`src/rtl/emfl_pkg.sv`:
```
package emfl_pkg;

	// Window of stored distances
	localparam int WINDOW = 10;
	localparam int CNT_W  = $clog2(WINDOW + 1);
	localparam int IDX_W  = $clog2(WINDOW);

	// Field widths
	localparam int ECHO_W = 17;
	localparam int TIME_W = 64;
	localparam int DIST_W = 11;
	localparam int PCT_W  = 7;
	localparam int DB_W   = 7;
	localparam int IVL_W  = 32;
	localparam int MINS_W = 5;
	localparam int LAST_W = 8;

	// Configuration port
	localparam int REG_IDX_W = 3;
	localparam int ADDR_W    = REG_IDX_W + 2;
	localparam int DATA_W    = 32;

	typedef enum logic [REG_IDX_W-1:0] {
		REG_FULL        = 3'd0,
		REG_EMPTY       = 3'd1,
		REG_DEADBAND    = 3'd2,
		REG_INTERVAL    = 3'd3,
		REG_MIN_SAMPLES = 3'd4
	} reg_idx_t;

	localparam logic [DIST_W-1:0] FULL_RST        = 11'd55;
	localparam logic [DIST_W-1:0] EMPTY_RST       = 11'd5;
	localparam logic [DB_W-1:0]   DEADBAND_RST    = 7'd10;
	localparam logic [IVL_W-1:0]  INTERVAL_RST    = 32'd2000000;
	localparam logic [MINS_W-1:0] MIN_SAMPLES_RST = 5'd3;
	localparam logic [LAST_W-1:0] LAST_PCT_RST    = 8'hFF;

	// Echo width to centimeters: width * 1715 / 100000.
	// The divide is (x >> 5) / 3125, done as a multiply by ceil(2^35 / 3125).
	localparam int ECHO_MUL_W = 11;
	localparam logic [ECHO_MUL_W-1:0] ECHO_MUL = 11'd1715;
	localparam int PROD1_W = ECHO_W + ECHO_MUL_W;
	localparam int PRE_SH  = 5;
	localparam int Y_W     = PROD1_W - PRE_SH;
	localparam int RECIP_W = 24;
	localparam logic [RECIP_W-1:0] RECIP = 24'd10995117;
	localparam int PROD2_W = Y_W + RECIP_W;
	localparam int POST_SH = 35;
	localparam int DQ_W    = PROD2_W - POST_SH;
	localparam logic [DIST_W-1:0] DIST_MAX = 11'd2047;

	// Percent mapping and its divider
	localparam logic [PCT_W-1:0] PCT_FULL = 7'd100;
	localparam int QUOT_W = 7;
	localparam int NUM_W  = DIST_W + QUOT_W;
	localparam int SUB_W  = DIST_W + QUOT_W - 1;
	localparam int STEP_W = $clog2(QUOT_W);

	typedef struct packed {
		logic [ECHO_W-1:0] echo_width_us;
		logic [TIME_W-1:0] now_us;
	} sample_t;

	typedef struct packed {
		logic [PCT_W-1:0]  fill_pct;
		logic [DIST_W-1:0] median_cm;
	} level_t;

	typedef struct packed {
		logic busy;
		logic done;
	} div_status_t;

endpackage

```
`src/rtl/emfl_cell.sv`:
```
module emfl_cell import emfl_pkg::*; (
	input  logic              clk,
	input  logic              shift,
	input  logic [DIST_W-1:0] din,
	output logic [DIST_W-1:0] dout,
	input  logic [DIST_W-1:0] cand,
	input  logic              earlier,
	input  logic              occupied,
	output logic              lt
);

	logic [DIST_W-1:0] value_q;

	always_ff @(posedge clk) begin
		if (shift) begin
			value_q <= din;
		end
	end

	assign dout = value_q;

	// Ties break by position so that exactly one candidate gets each rank
	assign lt = occupied & ((value_q < cand) | ((value_q == cand) & earlier));

endmodule

```
`src/rtl/emfl_div.sv`:
```
module emfl_div import emfl_pkg::*; (
	input  logic              clk,
	input  logic              arst_n,
	input  logic              start,
	input  logic [NUM_W-1:0]  num,
	input  logic [DIST_W-1:0] den,
	output logic [QUOT_W-1:0] quot,
	output div_status_t       status
);

	logic [NUM_W-1:0]  rem_q;
	logic [SUB_W-1:0]  dsh_q;
	logic [QUOT_W-1:0] quot_q;
	logic [STEP_W-1:0] step_q;
	logic              busy_q;
	logic              done_q;
	logic [NUM_W-1:0]  dsh_ext;
	logic              fits;

	assign dsh_ext = NUM_W'(dsh_q);
	assign fits    = rem_q >= dsh_ext;

	// Restoring division, one quotient bit per cycle, MSB first
	always_ff @(posedge clk or negedge arst_n) begin
		if (!arst_n) begin
			busy_q <= 1'b0;
			done_q <= 1'b0;
			step_q <= '0;
			rem_q  <= '0;
			dsh_q  <= '0;
			quot_q <= '0;
		end else begin
			done_q <= 1'b0;
			if (start && !busy_q) begin
				rem_q  <= num;
				dsh_q  <= {den, {(QUOT_W-1){1'b0}}};
				quot_q <= '0;
				step_q <= STEP_W'(QUOT_W - 1);
				busy_q <= 1'b1;
			end else if (busy_q) begin
				if (fits) begin
					rem_q <= rem_q - dsh_ext;
				end
				quot_q <= {quot_q[QUOT_W-2:0], fits};
				dsh_q  <= dsh_q >> 1;
				if (step_q == '0) begin
					busy_q <= 1'b0;
					done_q <= 1'b1;
				end else begin
					step_q <= step_q - 1'b1;
				end
			end
		end
	end

	assign quot   = quot_q;
	assign status = '{busy: busy_q, done: done_q};

endmodule

```
`src/rtl/echo_median_fill_level_gate_unit.sv`:
```
// A posting word raises level_valid after these steps in order: convert and store (S_CONV1,
// S_CONV2, S_STORE), the rank scan, the percent map, the divide when not clamped, and the gate.
// Throughput: one word at a time; sample_stall stays high until the sequencer is back in S_IDLE,
// and a stalled level word holds the next one back. Words short of min_samples end at the store.
// Reset: asynchronous, active low; registers return to their defaults, the window is empty and
// the first filtered word always posts.
module echo_median_fill_level_gate_unit import emfl_pkg::*; (
	input  logic              clk,
	input  logic              arst_n,
	// configuration
	input  logic              psel,
	input  logic              penable,
	input  logic              pwrite,
	input  logic [ADDR_W-1:0] paddr,
	input  logic [DATA_W-1:0] pwdata,
	output logic [DATA_W-1:0] prdata,
	output logic              pready,
	// echo samples in
	input  logic              sample_valid,
	output logic              sample_stall,
	input  sample_t           sample,
	// fill levels out
	output logic              level_valid,
	input  logic              level_stall,
	output level_t            level
);

	typedef enum logic [2:0] {
		S_IDLE,
		S_CONV1,
		S_CONV2,
		S_STORE,
		S_RANK,
		S_PCT,
		S_DIV,
		S_DECIDE
	} state_t;

	// ------------------------------------------------------------------
	// Configuration registers
	// ------------------------------------------------------------------
	logic [DIST_W-1:0] full_q;
	logic [DIST_W-1:0] empty_q;
	logic [DB_W-1:0]   deadband_q;
	logic [IVL_W-1:0]  interval_q;
	logic [MINS_W-1:0] min_samples_q;
	logic              cfg_wr;

	assign pready = 1'b1;
	assign cfg_wr = psel & penable & pwrite;

	always_ff @(posedge clk or negedge arst_n) begin
		if (!arst_n) begin
			full_q        <= FULL_RST;
			empty_q       <= EMPTY_RST;
			deadband_q    <= DEADBAND_RST;
			interval_q    <= INTERVAL_RST;
			min_samples_q <= MIN_SAMPLES_RST;
		end else if (cfg_wr) begin
			// Byte address 4*i; low address bits ignored, unknown indexes dropped
			unique case (reg_idx_t'(paddr[ADDR_W-1:2]))
				REG_FULL:        full_q        <= pwdata[DIST_W-1:0];
				REG_EMPTY:       empty_q       <= pwdata[DIST_W-1:0];
				REG_DEADBAND:    deadband_q    <= pwdata[DB_W-1:0];
				REG_INTERVAL:    interval_q    <= pwdata[IVL_W-1:0];
				REG_MIN_SAMPLES: min_samples_q <= pwdata[MINS_W-1:0];
				default: ;
			endcase
		end
	end

	always_comb begin
		unique case (reg_idx_t'(paddr[ADDR_W-1:2]))
			REG_FULL:        prdata = DATA_W'(full_q);
			REG_EMPTY:       prdata = DATA_W'(empty_q);
			REG_DEADBAND:    prdata = DATA_W'(deadband_q);
			REG_INTERVAL:    prdata = DATA_W'(interval_q);
			REG_MIN_SAMPLES: prdata = DATA_W'(min_samples_q);
			default:         prdata = '0;
		endcase
	end

	// ------------------------------------------------------------------
	// Sequencer state and datapath registers
	// ------------------------------------------------------------------
	state_t             state_q;
	sample_t            sample_q;
	logic [PROD1_W-1:0] prod1_s1;
	logic [PROD2_W-1:0] prod2_s2;
	logic [TIME_W-1:0]  elapsed_q;
	logic [CNT_W-1:0]   count_q;
	logic [IDX_W-1:0]   k_q;
	logic [DIST_W-1:0]  med_q;
	logic [PCT_W-1:0]   pct_q;
	logic [LAST_W-1:0]  last_pct_q;
	logic [TIME_W-1:0]  last_time_q;
	logic               level_valid_q;
	level_t             level_q;

	logic accept;
	assign sample_stall = state_q != S_IDLE;
	assign accept       = sample_valid & ~sample_stall;

	// ------------------------------------------------------------------
	// Distance: drop the reciprocal product's fraction, clamp to 11 bits
	// ------------------------------------------------------------------
	logic [DQ_W-1:0]   dist_raw;
	logic [DIST_W-1:0] dist_sat;

	assign dist_raw = prod2_s2[PROD2_W-1:POST_SH];
	assign dist_sat = (dist_raw > DQ_W'(DIST_MAX)) ? DIST_MAX : dist_raw[DIST_W-1:0];

	// Fill count saturates at the window size; the oldest word falls off the end
	logic [CNT_W-1:0] count_next;
	logic             enough;

	assign count_next = (count_q == CNT_W'(WINDOW)) ? count_q : count_q + 1'b1;
	assign enough     = MINS_W'(count_next) >= min_samples_q;

	// ------------------------------------------------------------------
	// Row of cells: a shift line of the newest WINDOW distances, newest in
	// cell 0. During the rank scan one cell's value is broadcast as the
	// candidate; every occupied cell reports whether it sorts below it.
	// The candidate whose rank equals count/2 is the (upper) median.
	// ------------------------------------------------------------------
	logic [DIST_W-1:0] cell_val [WINDOW];
	logic [WINDOW-1:0] lt_vec;
	logic [DIST_W-1:0] cand;
	logic              shift;
	logic [CNT_W-1:0]  rank;
	logic              hit;

	assign shift = state_q == S_STORE;
	assign cand  = cell_val[k_q];

	for (genvar j = 0; j < WINDOW; j++) begin : g_cell
		logic [DIST_W-1:0] din;
		if (j == 0) begin : g_head
			assign din = dist_sat;
		end else begin : g_link
			assign din = cell_val[j-1];
		end
		emfl_cell u_cell (
			.clk      (clk),
			.shift    (shift),
			.din      (din),
			.dout     (cell_val[j]),
			.cand     (cand),
			.earlier  (IDX_W'(j) < k_q),
			.occupied (CNT_W'(j) < count_q),
			.lt       (lt_vec[j])
		);
	end

	assign rank = CNT_W'($countones(lt_vec));
	assign hit  = rank == (count_q >> 1);

	// ------------------------------------------------------------------
	// Percent mapping: clamp at both ends, divide in between
	// ------------------------------------------------------------------
	logic              at_full;
	logic              at_empty;
	logic [NUM_W-1:0]  div_num;
	logic              div_start;
	logic [QUOT_W-1:0] div_quot;
	div_status_t       div_st;

	assign at_full   = med_q >= full_q;
	assign at_empty  = med_q <= empty_q;
	assign div_num   = NUM_W'(NUM_W'(full_q - med_q) * NUM_W'(PCT_FULL));
	assign div_start = (state_q == S_PCT) & ~at_full & ~at_empty;

	emfl_div u_div (
		.clk    (clk),
		.arst_n (arst_n),
		.start  (div_start),
		.num    (div_num),
		.den    (full_q),
		.quot   (div_quot),
		.status (div_st)
	);

	// ------------------------------------------------------------------
	// Post gate: large enough change, or long enough since the last post
	// ------------------------------------------------------------------
	logic [LAST_W-1:0] pct_ext;
	logic [LAST_W-1:0] pct_diff;
	logic              big_change;
	logic              time_ok;
	logic              post;
	logic              out_free;
	logic              load_level;

	assign pct_ext    = LAST_W'(pct_q);
	assign pct_diff   = (pct_ext > last_pct_q) ? pct_ext - last_pct_q : last_pct_q - pct_ext;
	assign big_change = pct_diff >= LAST_W'(deadband_q);
	assign time_ok    = elapsed_q >= TIME_W'(interval_q);
	assign post       = big_change | time_ok;
	assign out_free   = ~level_valid_q | ~level_stall;
	assign load_level = (state_q == S_DECIDE) & post & out_free;

	always_ff @(posedge clk or negedge arst_n) begin
		if (!arst_n) begin
			state_q       <= S_IDLE;
			sample_q      <= '0;
			prod1_s1      <= '0;
			prod2_s2      <= '0;
			elapsed_q     <= '0;
			count_q       <= '0;
			k_q           <= '0;
			med_q         <= '0;
			pct_q         <= '0;
			last_pct_q    <= LAST_PCT_RST;
			last_time_q   <= '0;
			level_valid_q <= 1'b0;
			level_q       <= '0;
		end else begin
			// raise the output word on a post, drop it once taken
			if (load_level) begin
				level_valid_q <= 1'b1;
			end else if (level_valid_q && !level_stall) begin
				level_valid_q <= 1'b0;
			end
			unique case (state_q)
				S_IDLE: begin
					if (accept) begin
						sample_q <= sample;
						state_q  <= S_CONV1;
					end
				end
				S_CONV1: begin
					prod1_s1  <= PROD1_W'(sample_q.echo_width_us) * PROD1_W'(ECHO_MUL);
					// last_time_q only moves at a post, so this holds until the gate
					elapsed_q <= sample_q.now_us - last_time_q;
					state_q   <= S_CONV2;
				end
				S_CONV2: begin
					prod2_s2 <= PROD2_W'(prod1_s1[PROD1_W-1:PRE_SH]) * PROD2_W'(RECIP);
					state_q  <= S_STORE;
				end
				S_STORE: begin
					// cells shift in dist_sat on this edge
					count_q <= count_next;
					k_q     <= '0;
					state_q <= enough ? S_RANK : S_IDLE;
				end
				S_RANK: begin
					if (hit) begin
						med_q   <= cand;
						state_q <= S_PCT;
					end else begin
						k_q <= k_q + 1'b1;
					end
				end
				S_PCT: begin
					if (at_full) begin
						pct_q   <= '0;
						state_q <= S_DECIDE;
					end else if (at_empty) begin
						pct_q   <= PCT_FULL;
						state_q <= S_DECIDE;
					end else begin
						state_q <= S_DIV;
					end
				end
				S_DIV: begin
					if (div_st.done) begin
						pct_q   <= div_quot;
						state_q <= S_DECIDE;
					end
				end
				S_DECIDE: begin
					if (!post) begin
						state_q <= S_IDLE;
					end else if (out_free) begin
						// post once the output is free; until then hold here while an earlier word still waits downstream
						level_q     <= '{fill_pct: pct_q, median_cm: med_q};
						last_pct_q  <= pct_ext;
						last_time_q <= sample_q.now_us;
						state_q     <= S_IDLE;
					end
				end
				default: state_q <= S_IDLE;
			endcase
		end
	end

	assign level_valid = level_valid_q;
	assign level       = level_q;

	// ------------------------------------------------------------------
	// Assertions
	// ------------------------------------------------------------------
	a_count_bound: assert property (@(posedge clk) disable iff (!arst_n)
		count_q <= CNT_W'(WINDOW))
		else $error("fill count beyond window");

	a_scan_in_range: assert property (@(posedge clk) disable iff (!arst_n)
		(state_q == S_RANK) |-> (CNT_W'(k_q) < count_q))
		else $error("rank scan ran past the stored words");

	a_div_alive: assert property (@(posedge clk) disable iff (!arst_n)
		(state_q == S_DIV) |-> (div_st.busy || div_st.done))
		else $error("waiting on an idle divider");

	a_pct_range: assert property (@(posedge clk) disable iff (!arst_n)
		level_valid |-> (level.fill_pct <= PCT_FULL))
		else $error("fill percent above 100");

endmodule
```
`config.mk`:
```
export PLATFORM = sky130hd
export DESIGN_NAME = echo_median_fill_level_gate_unit
export DESIGN_NICKNAME = d
export VERILOG_FILES = /design/src/rtl/emfl_pkg.sv /design/src/rtl/emfl_cell.sv /design/src/rtl/emfl_div.sv /design/src/rtl/echo_median_fill_level_gate_unit.sv
export SDC_FILE = /design/constraint.sdc
export NUM_CORES = 2
export LEC_CHECK = 0
export BUFFER_PORTS_ARGS = -buffer_cell sky130_fd_sc_hd__buf_2
export CAP_MARGIN = 10
export CORE_UTILIZATION = 27
export DETAILED_ROUTE_END_ITERATION = 10
export PLACE_DENSITY = 0.42
export SLEW_MARGIN = 20
export SYNTH_ARGS = -nofsm -noshare
export SYNTH_HDL_FRONTEND = slang
export SYNTH_SLANG_ARGS = --single-unit
```
`constraint.sdc`:
```
create_clock -name clk -period 16.83 [get_ports clk]
set_input_delay 3.366 -clock clk [delete_from_list [all_inputs] [get_ports clk]]
set_output_delay 3.366 -clock clk [all_outputs]
set_load 0.01 [all_outputs]
```
-- Yosys cells after proc, flatten, opt, wreduce, memory -nomap -nowiden
Index checks and enable logic that the tools add are counted.
- reduce and logical (&&, ||, !) cells: 26
- $lt $le $gt $ge: 39
- add/sub/neg operators: 17
- equal/unequal tests: 30
- mux-type cells: 39
- bitwise gates (word level): 45
- $mul: 3
- operators by type and width (cell ; number):
    one-hot mux 32 bit (5 select lines) ; 1
    equality test 11 bit ; 10
    less-than comparator 11 bit ; 10
    >= comparator 64 x 32 -> 1 bit ; 1
    subtractor 64 bit ; 1
    two-way mux 18 bit ; 3
    multiplier 23 x 24 -> 47 bit, second input constant ; 1
    binary-select mux 11 bit (select 4 bit) ; 1
    two-way mux 7 bit ; 5
    two-way mux 17 bit ; 2
    less-than comparator 3 x 4 -> 1 bit, first input constant ; 8
    multiplier 17 x 11 -> 28 bit, second input constant ; 1
    bitwise AND 1 bit ; 27
    two-way mux 3 bit ; 9
    one-hot mux 3 bit (8 select lines) ; 1
    two-way mux 11 bit ; 2
    AND reduction 2 bit ; 10
    >= comparator 18 x 17 -> 1 bit ; 1
    multiplier 18 x 5 -> 16 bit, second input constant ; 1
    subtractor 18 x 17 -> 18 bit ; 1
    less-than comparator 1 x 4 -> 1 bit, first input constant ; 4
    less-than comparator 2 x 4 -> 1 bit, first input constant ; 4
    less-than comparator 4 bit, first input constant ; 4
    equality test 3 bit, second input constant ; 5
    other kinds (38) ; 86
- word-level logic and storage cells: 235
- register bits: 563

-- Longest topological paths before layout
- depth in word-level cells: 15
- mapped depth: 33

-- By module
From an unflattened synthesis, not the netlist that was laid out.
- cell total of the unflattened synthesis: 4529
- area, all modules: 45524.9 um2
- modules (own cells, without submodules) (module ; area an instance (um2) ; cells each ; times used):
    echo_median_fill_level_gate_unit ; 35994.5 ; 3668 ; 1
    emfl_cell ; 625.6 ; 50 ; 10
    emfl_div ; 3274.4 ; 361 ; 1

-- Worst setup path before layout
OpenSTA, ideal clock, no wires.
- path kind: register -> register
- start point: register k_q[0]
- end point: register state_q[2]
- stages on the path, launching flop included: 34
- required time: 16701 ps
- clock period less this slack: 7974 ps
- path buffers: 2
- setup time: 129 ps
- slack: 8856 ps
- arrival time: 7844 ps
- cell sequence: dfrtp_1 buf_2 buf_1 mux4_2 mux2i_1 o22a_1 ha_1 nor2b_1 o21a_1 o21a_1 o21a_1 o21a_1 o21a_1 o21a_1 o21a_1 o21ai_0 a31oi_1 fa_1 inv_1 fa_1 inv_1 fa_1 inv_1 ha_1 fa_1 xnor2_1 a2111oi_0 a21oi_1 or3_1 nand2_1 o221ai_1 a31o_2 nor3_1 a211oi_1
- word-level cells in the longest chain between the ends: 15
- ends and longest elaborated chain (element ; RTL line ; text):
    from (decl) ; echo_median_fill_level_gate_unit.sv:92 ; logic [IDX_W-1:0] k_q;
    from (signal assigned) ; echo_median_fill_level_gate_unit.sv:252 ; k_q <= k_q + 1'b1;
    parallel branches: the longest is 11 deep, another holds less-than comparator 11 bit ; n/a ;
    adder 4 x 2 -> 4 bit (implied by the code) * ; echo_median_fill_level_gate_unit.sv:155 ; assign rank = CNT_W'($countones(lt_vec));
    equality test 4 x 3 -> 1 bit * ; echo_median_fill_level_gate_unit.sv:156 ; assign hit = rank == (count_q >> 1);
    inequality test 2 bit (no source line) * ; n/a ;
    AND reduction 4 bit (no source line) * ; n/a ;
    to (signal assigned) ; echo_median_fill_level_gate_unit.sv:245 ; state_q <= enough ? S_RANK : S_IDLE;
    to (decl) ; echo_median_fill_level_gate_unit.sv:86 ; state_t state_q;
Mark *: on every way between the ends. The select of a mux whose other input is x is not followed.
A chain may end at the register's enable or synchronous reset.

-- Worst setup path after layout
Ends and elaborated chain as after synthesis.

==> flow_results.org <==
** Status
- Outcome :: finished, final reports clean

** Final layout
- Filler Cells Inserted :: 16,900
- In the final layout, the multi-input gates occupy 0.0275 mm².
- With fillers left out, the area of the finished cells amounts to 0.0496 mm².
- Summing all flip-flop and latch instances after layout gives 0.0137 mm².
- The final layout contains 5,446 nets.
- Cells with a size suffix above 1 make up 13.2% of the layout.
- Area added between synthesis and finish :: 12.0%

** Global route
- The first global-routing pass estimated 184,000 µm of wire.
- Antenna violations before repair :: 12
- The number of global-route vias before repair is 31,300.
- For this run, the total global-route usage over all layers was measured as 14.4%.
- After global routing the overflow that remains totals 0.
- Largest net degree at the start of global routing :: 140

** Floorplanning
- After floorplanning, the core was divided into 148 placement rows.
- From bottom edge to top edge, the die measures 407 µm.
- Die outline area :: 0.166 mm²
- Number of top-level pins :: 178
- In this run the horizontal extent of the chip is 407 µm.
- Placeable Area :: 0.163 mm²
- Initial core utilization :: 27.2%

** Route
- DRC violation count after routing :: 0
- Routed len/inst :: 17.7 µm
- Dividing the detail-routed via count by the number of cells gives 4.52.
- Detailed router's first-iteration violation count :: 1,353
- Summing over every cut layer, the via total after detailed routing is 29,900.
- Wires add up to 117,000 µm.
- Number of routed nets with antenna violations :: 0
- The first detailed-routing pass took 5 iterations.

** Yosys
- In this run, synthesis produced a sequential element count of 523.
- Register area share after synthesis :: 30.9%
- Area of the mapped netlist :: 0.0443 mm²
- Mean post-synth cell area :: 10.5 µm²
- Synth cell count leaders :: inv_1, ha_1, dfrtp_1
- Distinct cell type count after synthesis :: 94
- Of all cell types, the one taking the most synthesized area is dfrtp_1.
- The top cell type by area accounts for 21.9% of the synthesized area.
- In the post-synthesis netlist, the cell with the most instances is inv_1.
- The number of nets handed over by synthesis was 5,302.
- Number of flops mapped to enable cells by yosys :: 110
- Cells taking the most area after synthesis :: dfrtp_1, ha_1, fa_1
- YS warnings :: 0
- Number of instances in the synthesized netlist :: 4,238
- Ys async rst share :: 79.0%
- Leading register cell type out of synthesis :: dfrtp_1

** Place
- At the end of routability-driven placement, the weighted congestion stood at 0.847.
- Placed cell areas :: 0.0475 mm²
- Prior to clock tree synthesis, the placed netlist has a worst setup slack of 7670 ps.
- The count of buffers added on input and output ports is 174.
- The HPWL after detailed placement is 93,700 µm.

** STA
- The clock period could shrink to 9120 ps.
- Slew Limit Fails :: 0
- After layout, the worst setup slack is 7710 ps.
- The hold violation total from the final report came to 0.
- Setup repair after global routing left no endpoint under its margin.
- Final worst clock skew :: 29.2 ps
- Setup TNS after final layout :: 0 ps
- For this run, the top clock speed supported by timing is 110 MHz.
- Setup violations remaining at the end of the flow were counted as 0.
- After layout, the worst path uses 54.2% of the clock period.
- At the pin with the least slew margin, the transition time is 1150 ps.
- The worst pin sits at a relative slew slack of 22.6%.

** Clock tree
- Clock network latency to the later pin of the worst-skew pair :: 660 ps
- Gates resized during post-CTS repair numbered 0.
- After clock tree synthesis, the clock-pin slew on the worst setup and hold paths is 60 ps.
- CTS tree :: done
- Buffers added to address setup during post-CTS repair amount to 0.
- The longest clock path from root to sink contains 3 buffers.
- Number of H-tree levels :: 3
- The number of clock buffers added by TritonCTS is 66.
- Number of sinks handled by clock tree synthesis :: 523
- Count of hold buffers inserted by post-cts repair :: 0
- The tree is rooted in a clkbuf_16.

** Setup path
- STA classifies the critical path endpoint as a register.
- CP Buf/Inv Count :: 4
- In this run the critical register-to-register path is captured at state_q[2].
- Timing startpoint of the critical path :: k_q[0]
- Worst setup slack for register-to-register paths :: 7710 ps
- Family with the most delay on the worst path :: compound AO/OA/AOI/OAI gates
- Of all nets on the critical path, the largest fanout is 24.
- The largest single stage delay on the critical path is 650 ps.
- Data on the critical path is required at its endpoint by 17,330 ps.
- The worst register-to-register path begins at k_q[0].
- STA puts the critical path data arrival time at 9620 ps.
- Counting stages on the worst path, the most repeated cell is o21a_1.
- Capture point of the worst path :: state_q[2]
- Measured in cells, the most critical reg-to-reg path has a length of 32.
- Crit path depth :: 32
- Slowest cell on the critical path :: dfrtp_2
- Critical setup path kind :: reg2reg
- The worst setup path is launched from a register.

** Pwr
- For this design the static power due to leakage is 24.6 nW.
- Total power density per cell area :: 82.3 mW/mm²
- Summed over all nets, the switching power comes to 1.37 mW.
- The share of total power dissipated in combinational logic is 31.3%.
- Registers are responsible for 33.9% of the overall power.
- Clk pwr share :: 34.8%
- Net switching is 33.7% of the power.
- The internal power of the cells totals 2.71 mW.
- Total design power :: 4.08 mW
- Worst VDD drop :: 0.0883 mV

** Min path
- The path class of the tightest hold or removal check is reg2reg.

** Run
- Number of max-cap violations :: 0
[power groups by stage]
| stage | sequential [mW] | combinational, mW | clock [mW] |
|---|---|---|---|
| finish | 1.38 | 1.28 | 1.42 |
| global placement | 1.41 | 1.31 | 0 |
| CTS | 1.39 | 1.32 | 1.49 |
| global route | 1.39 | 1.47 | 1.52 |
| detailed placement | 1.41 | 1.31 | 0 |
| floorplan | 1.39 | 0.921 | 0 |
[worst min-delay path by stage]
stage,to,start,cells after the start
floorplan,elapsed_q[43],elapsed_q[43],2
global placement,prod2_s2[41],prod2_s2[41],2
detailed placement,prod2_s2[39],prod2_s2[39],2
global route,g_cell[9].u_cell.dout[5],g_cell[8].u_cell.dout[5],0
CTS,prod2_s2[39],prod2_s2[39],2
finish,prod2_s2[39],prod2_s2[39],2
[area by class of cell]
cell class | count | area share, %
Timing Repair Buffer | 196 | 2.16
Clock buffer | 98 | 3.82
Tap cell | 2175 | 5.49
Clock inverter | 14 | 0.391
Multi-Input combinational cell | 2918 | 55.4
Antenna cell | 3 | 0.0151
Sequential cell | 523 | 27.6
Inverter | 677 | 5.12
[flip-flops by register name, indices dropped and copies added, names as in the netlist, 5 cells and up]
name,flops
last_time_q,64
full_q,11
pct_q,7
empty_q,11
u_div.rem_q,18
u_div.quot,7
min_samples_q,5
g_cell.u_cell.dout,110
prod2_s2,12
deadband_q,7
med_q,11
last_pct_q,8
elapsed_q,64
sample_q,81
prod1_s1,23
interval_q,32
u_div.dsh_q,17
level,18
[cell families (layout without fill, tap and decap cells)]
logic type / count (synthesis) / in the layout / synth area share [%]
adders and majority gates: 939 / 939 / 31.4
AOI/OAI and AO/OA: 838 / 838 / 11.9
buffers and inverters: 797 / 985 / 7.19
and+or+nand+nor: 730 / 730 / 7.82
DFF: 523 / 523 / 30.9
muxes: 271 / 271 / 8.05
xor gates and xnor gates: 139 / 139 / 2.75
other: 1 / 4 / 0.00847
[layout by cell type (no fill, tap or decap), drive strengths merged, types with 16 or more instances in the layout]
cell type / instances
and3: 16
mux2i: 58
fa: 290
dfstp: 26
buf: 196
o31ai: 17
nor2: 136
mux4: 25
or2: 25
inv: 678
a211oi: 18
nor4: 18
xor2: 49
a31oi: 18
o21a: 66
nand4: 58
nand2b: 24
dfrtp: 387
o21bai: 24
xnor2: 90
nor3: 37
mux2: 188
ha: 649
nor2b: 29
edfxtp: 110
clkbuf: 98
a21oi: 212
o21ai: 270
a21o: 86
nand2: 295
nand3: 46
[metrics by stage]
step | utilization [%] | hold WS (ps) | std cells
floorplan | - | 440 | 4238
global placement | 29.2 | 452 | 6488
detailed placement | 29.2 | 462 | 6488
CTS | 30.5 | 476 | 6600
global route | 30.5 | 496 | 6602
finish | 30.5 | 468 | 6604
[layer usage]
layer	track usage [%]	wire, µm	up-vias
li1	-	-	14800
met1	20.2	57000	14500
met4	3.40	2640	6
met3	2.30	3930	129
met5	0	33	-
met2	23.1	53600	348
[worst reg2reg max path, delay by kind of cell, from the launching register on]
kind | cells | cell delay, ps
compound gates | 15 | 3110
xor+xnor | 1 | 150
fa+ha+maj | 6 | 2610
buf+inv | 4 | 670
flops | 1 | 650
mux | 2 | 850
simple gates | 4 | 940
Note: power is estimated with default switching activity, not from simulation.
